### config.mk
export PLATFORM = sky130hd
export DESIGN_NAME = second_chance_frame_table_unit
export DESIGN_NICKNAME = d
export VERILOG_FILES = /design/src/rtl/scft_pkg.sv /design/src/rtl/second_chance_frame_table_unit.sv /design/src/rtl/scft_age_cell.sv
export SDC_FILE = /design/constraint.sdc
export NUM_CORES = 2
export LEC_CHECK = 0
export BUFFER_PORTS_ARGS = -buffer_cell sky130_fd_sc_hd__buf_2
export CAP_MARGIN = 40
export CORE_MARGIN = 10
export CORE_UTILIZATION = 45
export CTS_CLUSTER_DIAMETER = 60
export DETAILED_ROUTE_END_ITERATION = 8
export PLACE_DENSITY = 0.65
export SLEW_MARGIN = 20
export SYNTH_ARGS = -nofsm -noshare
export SYNTH_HDL_FRONTEND = slang
export SYNTH_HIERARCHICAL = 1
export SYNTH_SLANG_ARGS = --single-unit
### constraint.sdc
create_clock -name i_clk -period 12.3 [get_ports i_clk]
set_clock_uncertainty 0.2 [all_clocks]
set_input_delay 1.23 -clock i_clk [delete_from_list [all_inputs] [get_ports i_clk]]
set_output_delay 1.23 -clock i_clk [all_outputs]
set_load 0.05 [all_outputs]
### src/rtl/scft_pkg.sv
// Shared types and constants for the second-chance frame table.
package scft_pkg;

    localparam int NUM_FRAMES = 64;
    localparam int FRAME_BITS = $clog2(NUM_FRAMES);
    localparam int COUNT_BITS = $clog2(NUM_FRAMES + 1);
    localparam int PAGE_BITS  = 20;
    localparam int OWNER_BITS = 8;

    typedef logic [FRAME_BITS-1:0] t_frame;
    typedef logic [COUNT_BITS-1:0] t_count;

    typedef enum logic [1:0] {
        REQ_ALLOC  = 2'd0,
        REQ_FREE   = 2'd1,
        REQ_ACCESS = 2'd2,
        REQ_NONE   = 2'd3
    } t_req;

    typedef enum logic [1:0] {
        ST_FREE_FRAME = 2'd0,
        ST_EVICTED    = 2'd1,
        ST_DONE       = 2'd2,
        ST_NOT_FOUND  = 2'd3
    } t_status;

    typedef enum logic [2:0] {
        S_IDLE,
        S_FIND,
        S_SCAN,
        S_SHIFT,
        S_DONE
    } t_state;

    // Command from the controller to every age-order cell.
    typedef struct packed {
        logic   shift;     // each cell at or beyond gap takes its neighbor
        t_count gap;       // position being removed
        logic   append;    // write tail entry
        t_count tail;      // position to write
        t_frame new_frame;
    } t_cell_cmd;

endpackage

### src/rtl/second_chance_frame_table_unit.sv
// Top level of the second-chance frame table: controller, frame store and age-order chain.
// Steps to the result strobe: access goes find, done; allocate with a free frame walks frames in
// find; free walks the age order in find, then shifts; allocate under pressure scans, then shifts.
// One request at a time: busy drops in the strobe cycle, so a new request is accepted at the
// earliest at the edge that ends the strobe; the receiver cannot stall.
// Synchronous active-low reset returns to idle and clears in-use and accessed bits, the fill count and the strobe.
module second_chance_frame_table_unit (
    input  logic                         i_clk,
    input  logic                         i_rst_n,
    input  logic                         start,
    output logic                         busy,
    input  logic [1:0]                   i_req_type,
    input  logic [5:0]                   i_frame_index,
    input  logic [scft_pkg::PAGE_BITS-1:0]  i_user_page,
    input  logic [scft_pkg::OWNER_BITS-1:0] i_owner_id,
    output logic                         o_valid,
    output logic [1:0]                   o_status,
    output logic [5:0]                   o_result_frame,
    output logic [19:0]                  o_evicted_page,
    output logic [7:0]                   o_evicted_owner
);
    import scft_pkg::*;

    t_state r_state, n_state;
    logic [NUM_FRAMES-1:0] r_in_use, r_acc;
    logic [PAGE_BITS-1:0]  r_page [NUM_FRAMES];
    logic [OWNER_BITS-1:0] r_owner [NUM_FRAMES];
    t_count r_used, r_k;
    t_req   r_req;
    t_frame r_idx, r_fr;
    logic [PAGE_BITS-1:0]  r_upage, r_evp;
    logic [OWNER_BITS-1:0] r_uown, r_evo;
    t_status r_status;
    logic r_evict, r_valid;

    t_frame    age [NUM_FRAMES];
    t_cell_cmd cmd;

    // Row of age-order cells; each hands its entry to the one nearer the head.
    for (genvar g = 0; g < NUM_FRAMES; g++) begin : g_cell
        t_frame nxt;
        if (g == NUM_FRAMES - 1) begin : g_last
            assign nxt = age[g];
        end else begin : g_mid
            assign nxt = age[g+1];
        end
        scft_age_cell u_cell (
            .i_clk  (i_clk),
            .i_pos  (COUNT_BITS'(g)),
            .i_cmd  (cmd),
            .i_next (nxt),
            .o_frame(age[g])
        );
    end

    t_frame k_frame;
    assign k_frame = age[r_k[FRAME_BITS-1:0]];
    logic k_last;
    assign k_last = (r_k == t_count'(NUM_FRAMES - 1));

    // Chain commands: shift in the shift state, append on completion of an allocate.
    always_comb begin
        cmd = '0;
        cmd.gap       = r_k;
        cmd.tail      = r_used;
        cmd.new_frame = r_fr;
        if (r_state == S_SHIFT) begin
            cmd.shift = 1'b1;
        end
        if (r_state == S_DONE && r_req == REQ_ALLOC) begin
            cmd.append = 1'b1;
            cmd.tail   = r_used;
        end
    end

    always_ff @(posedge i_clk) begin
        if (!i_rst_n) r_state <= S_IDLE;
        else          r_state <= n_state;
    end

    // Next-state logic.
    always_comb begin
        n_state = r_state;
        case (r_state)
            S_IDLE:  if (start) n_state = S_FIND;
            S_FIND: begin
                if (r_req == REQ_ALLOC) begin
                    if (r_used != t_count'(NUM_FRAMES)) begin
                        if (!r_in_use[r_k[FRAME_BITS-1:0]] || k_last) n_state = S_DONE;
                    end else begin
                        n_state = S_SCAN;
                    end
                end else if (r_req == REQ_FREE && r_in_use[r_idx]) begin
                    if (k_frame == r_idx) n_state = S_SHIFT;
                    else if (k_last) n_state = S_DONE;
                end else begin
                    n_state = S_DONE;
                end
            end
            S_SCAN:  if (!r_acc[k_frame] || k_last) n_state = S_SHIFT;
            S_SHIFT: n_state = S_DONE;
            S_DONE:  n_state = S_IDLE;
            default: n_state = S_IDLE;
        endcase
    end

    // Datapath and table updates.
    always_ff @(posedge i_clk) begin
        if (!i_rst_n) begin
            r_in_use <= '0;
            r_acc    <= '0;
            r_used   <= '0;
            r_valid  <= 1'b0;
        end else begin
            r_valid <= 1'b0;
            case (r_state)
                S_IDLE: if (start) begin
                    r_req   <= t_req'(i_req_type);
                    r_idx   <= i_frame_index;
                    r_upage <= i_user_page;
                    r_uown  <= i_owner_id;
                    r_k     <= '0;
                    r_evict <= 1'b0;
                    r_evp   <= '0;
                    r_evo   <= '0;
                    r_fr    <= i_frame_index;
                end
                S_FIND: begin
                    if (r_req == REQ_ALLOC && r_used != t_count'(NUM_FRAMES)) begin
                        r_fr <= r_k[FRAME_BITS-1:0];
                        if (!(!r_in_use[r_k[FRAME_BITS-1:0]] || k_last))
                            r_k <= r_k + 1'b1;
                        else if (r_in_use[r_k[FRAME_BITS-1:0]])
                            r_fr <= '0;
                    end else if (r_req == REQ_FREE && r_in_use[r_idx]) begin
                        if (k_frame != r_idx) r_k <= r_k + 1'b1;
                    end
                end
                S_SCAN: begin
                    if (!r_acc[k_frame]) begin
                        r_fr <= k_frame;
                    end else if (k_last) begin
                        r_acc[k_frame] <= 1'b0;
                        r_fr <= age[0];
                        r_k  <= '0;
                    end else begin
                        r_acc[k_frame] <= 1'b0;
                        r_k <= r_k + 1'b1;
                    end
                end
                S_SHIFT: begin
                    // Single shift step collapses the whole tail at once.
                    r_used <= r_used - 1'b1;
                    if (r_req == REQ_ALLOC) begin
                        r_evict <= 1'b1;
                        r_evp   <= r_page[r_fr];
                        r_evo   <= r_owner[r_fr];
                    end
                end
                S_DONE: begin
                    r_valid <= 1'b1;
                    if (r_req == REQ_ALLOC) begin
                        r_in_use[r_fr] <= 1'b1;
                        r_acc[r_fr]    <= 1'b0;
                        r_page[r_fr]   <= r_upage;
                        r_owner[r_fr]  <= r_uown;
                        r_used         <= r_used + 1'b1;
                        r_status       <= r_evict ? ST_EVICTED : ST_FREE_FRAME;
                    end else if (r_req == REQ_FREE && r_in_use[r_idx]) begin
                        r_in_use[r_idx] <= 1'b0;
                        r_acc[r_idx]    <= 1'b0;
                        r_status        <= ST_DONE;
                    end else if (r_req == REQ_ACCESS && r_in_use[r_idx]) begin
                        r_acc[r_idx] <= 1'b1;
                        r_status     <= ST_DONE;
                    end else begin
                        r_status <= ST_NOT_FOUND;
                    end
                end
                default: ;
            endcase
        end
    end

    assign busy            = (r_state != S_IDLE);
    assign o_valid         = r_valid;
    assign o_status        = r_status;
    assign o_result_frame  = r_fr;
    assign o_evicted_page  = r_evp;
    assign o_evicted_owner = r_evo;

    // A result strobe follows the completion state.
    a_valid: assert property (@(posedge i_clk) disable iff (!i_rst_n)
        r_state == S_DONE |=> r_valid) else $error("missing result");
    // The fill count never exceeds the pool.
    a_used: assert property (@(posedge i_clk) disable iff (!i_rst_n)
        r_used <= t_count'(NUM_FRAMES)) else $error("fill count overflow");
    // Busy is held for a started request.
    a_busy: assert property (@(posedge i_clk) disable iff (!i_rst_n)
        start && !busy |=> busy) else $error("request dropped");
endmodule

### src/rtl/scft_age_cell.sv
// One position of the age order: holds a frame number and shifts toward the head.
module scft_age_cell (
    input  logic                 i_clk,
    input  scft_pkg::t_count     i_pos,
    input  scft_pkg::t_cell_cmd  i_cmd,
    input  scft_pkg::t_frame     i_next,
    output scft_pkg::t_frame     o_frame
);
    import scft_pkg::*;

    t_frame r_frame;

    // Take the neighbor's entry while closing a gap, or the new frame at the tail.
    always_ff @(posedge i_clk) begin
        if (i_cmd.shift && i_pos >= i_cmd.gap) begin
            r_frame <= i_next;
        end else if (i_cmd.append && i_pos == i_cmd.tail) begin
            r_frame <= i_cmd.new_frame;
        end
    end

    assign o_frame = r_frame;
endmodule
==> summary.md <==
| Metric | Value |
|---|---|
| Most instantiated cells after synthesis | `edfxtp_1, mux4_2, inv_1, xnor2_1, ha_1` |
| Synth Cell Area | `roughly 120000 um^2` |
| Critical path startpoint | `r_k[0]` |
| Synth Area in XOR/XNOR | `approximately 3.5%` |
| Period minus WS final | `~7.4 ns` |
| Mux cell area share after synthesis | `roughly 18%` |
| R2r worst-path depth | `16` |
| Worst path required time | `12.88 ns` |
| Dominant synthesized flop cell | `edfxtp_1` |
| # fillers | `21400` |
| Synthesis Warnings | `6` |
| Final hold slack | `~0.26 ns` |
| Total wire length | `approximately 340 mm` |
| HP Class | `primary input to flop` |
| Routed length per instance | `approximately 27 um` |
| Clk Latency, worst-skew pair | `about 0.94 ns` |
| Layout area overhead | `14.8%` |
| GR Overflow Total | `0` |
| # port buffers | `between 70 and 80` |
| # DRC | `0` |
| Starting Density | `a little under half` |
| Avg Vias per Cell | `roughly 5.8` |
| Initial antenna violation count | `13` |
| Global Route Usage Sum | `a little under a quarter` |
| Largest area contributor in the netlist | `edfxtp_1` |
| Largest net degree at the start of global routing | `146` |
| Post-CTS Resized | `0` |
| Leak | `about 47 nW` |
| Die width | `532 um` |
| Sequential share of the synthesized area | `between 50% and 60%` |
| Via Count | `between 70000 and 80000` |
| Die Area | `283000 um^2` |
| Final hold violations | `0` |
| Synth area leaders | `edfxtp_1, mux4_2, ha_1` |
| Clock Path Buffers | `3` |
| # Post-CTS Setup Buffers | `0` |
| Complex-gate fraction of the synthesized area | `~6.5%` |
| Final period util | `between 60% and 70%` |
| Post-Synth Simple-Gate Area | `under 10%` |
| CTS tree | `yes` |
| H-Tree Depth | `4` |
| Crit-path max FO | `about 110` |
| Max cap viols | `0` |
| Layout cells sized above 1 | `a little over a fifth` |
| Hold Startpoint | `i_owner_id[4]` |
| Post-synth EDFFs | `2256` |
| Crit start category | `flop` |
| Gate Count Post-Synth | `approximately 7600` |
| Largest family of logic cells by synthesized area | `multiplexers` |
| Max Slew Vio Count | `0` |
| Async set-reset flop share out of synthesis | `0%` |
| Row cnt | `between 150 and 200` |
| First-pass DRT Iterations | `6` |
| Worst VDD drop | `149 uV` |
| GPL Wtd Cong | `0.938` |
| FF+latch count, synth | `2401` |
| Setup Viol. Count Final | `0` |
| Worst-Margin Slew | `~1 ns` |
| RSZ-0062 raised after global routing | `false` |
| Nets@finish | `roughly 9300` |
| Hold depth | `1` |
| Hpwl dp | `around 210 mm` |
| First-pass GRT wire length | `about 500 mm` |
| Final Util | `roughly half` |
| Mean cell area of the mapped netlist | `about 15 um^2` |
| Clock sinks | `2401` |
| Number of global-route vias before repair | `between 70000 and 80000` |
| Num CTS Buffers | `240` |
| Clock Tree Root | `clkbuf_16` |
| Core ar. | `~260000 um^2` |
| Final ANT Viol Nets | `0` |
| Power Density | `~140 nW/um^2` |
| Reg clk slew, reported paths | `approximately 0.070 ns` |
| Reg2reg start | `r_k[0]` |
| Achievable Freq | `~130 MHz` |
| Max_slew headroom | `approximately a third` |
| Status | `completed` |
| Top-count cell post-synth | `edfxtp_1` |
| Crit path DAT | `~8.0 ns` |
| Yosys top cell area share | `a little under three fifths` |
| Chip height | `532 um` |
| CP endpoint kind | `flop` |
| Initial drt markers | `7715` |
| Setup TNS Final | `0 ns` |
| Distinct cells, synth | `99` |
| Critical path type | `flop to flop` |
| Boundary Pins | `77` |
| CTS Hold Bufs | `0` |
| Post-Synth Adder-Cell Area | `about 4.8%` |
## critical path, cell delays in order, from the launching register on
cell and delay (ns):
edfxtp_1 0.40, buf_12 0.56, buf_4 0.72, mux4_2 0.60
mux4_2 0.49, a22o_1 0.29, a31oi_1 0.18, buf_4 0.24
nand2_1 0.15, or2_0 0.58, a2111oi_1 0.58, nor4_1 0.23
a41oi_4 0.21, buf_4 0.67, or2_1 0.20, buf_4 0.51
o221a_1 0.30
## kinds of logic (layout without fill, tap and decap cells)
group	count (synthesis)	after routing
XOR/XNOR	465	465
adder cells (fa/ha/maj)	455	455
flip-flops	2401	2401
AO/OA/AOI/OAI	1164	1164
other	2	898
multiplexers	1171	1171
AND/OR/NAND/NOR	1109	1109
buffers and inverters	865	1329
## routing by layer
layer	wire (um)	track usage, %
met1	133000	30.6
met2	168000	39.5
met3	27500	4.43
met4	15600	9.11
met5	41	0
## through the flow
stage	power [W]	area (um^2)	setup slack, ns	instances
after CTS	0.0187	135000	4.84	12500
after global placement	0.0114	127000	4.89	12000
after floorplan	0.0108	121000	6.37	8526
after detailed placement	0.0115	127000	4.94	12000
final	0.0186	135000	4.87	12500
after global routing	0.0192	135000	4.51	12500
## state kept, by name (all words and copies together), names as in the netlist, 3 cells and up, named ones only
signal / flops
r_upage: 20
r_page: 1280
r_k: 7
r_used: 7
r_idx: 6
o_evicted_page: 20
r_owner: 512
o_evicted_owner: 8
r_in_use: 64
o_result_frame: 6
g_cell.u_cell/o_frame: 384
r_uown: 8
r_state: 3
## layout by cell type (no fill, tap or decap), drive strengths merged, types with 17 or more instances in the layout
| cell type | count |
|---|---|
| edfxtp | 2256 |
| conb | 896 |
| mux4 | 697 |
| inv | 536 |
| o21ai | 473 |
| xnor2 | 461 |
| ha | 454 |
| mux2 | 399 |
| buf | 349 |
| nand2 | 343 |
| a21oi | 325 |
| clkbuf | 296 |
| nor2 | 224 |
| dfxtp | 145 |
| nand4 | 132 |
| clkinv | 120 |
| nand3 | 118 |
| nor3 | 91 |
| o22ai | 78 |
| nor2b | 77 |
| mux2i | 75 |
| a31oi | 65 |
| and2 | 58 |
| o221a | 43 |
| a22oi | 32 |
| a21boi | 28 |
| bufinv | 21 |
| o31ai | 17 |
## final cells by class
type                    instances  area, um^2  share of cell area, %
clock buffers                 295        6250                   4.62
flip-flops and latches       2401       70700                   52.3
inverters                     531        2000                   1.48
repair buffers                350        2730                   2.02
multi-input cells            5260       47600                   35.2
clock inverters               153        1650                   1.22
well taps                    3496        4370                   3.23
diodes                          2        5.00                0.00370
## power by group
group          internal (W)  total (W)  switching, W
clock network       0.00408    0.00729       0.00322
registers           0.00895    0.00901     0.0000606
logic               0.00103    0.00231       0.00129
total                0.0140     0.0186       0.00457
## worst paths after layout
kind	to	slack, ns
setup / recovery	flop	4.87
hold / removal	r_uown[4]	0.26
setup reg to reg	flop	4.87
hold reg to reg	g_cell[56].u_cell/o_frame[0]	0.31
Note: power is estimated with default switching activity, not from simulation.
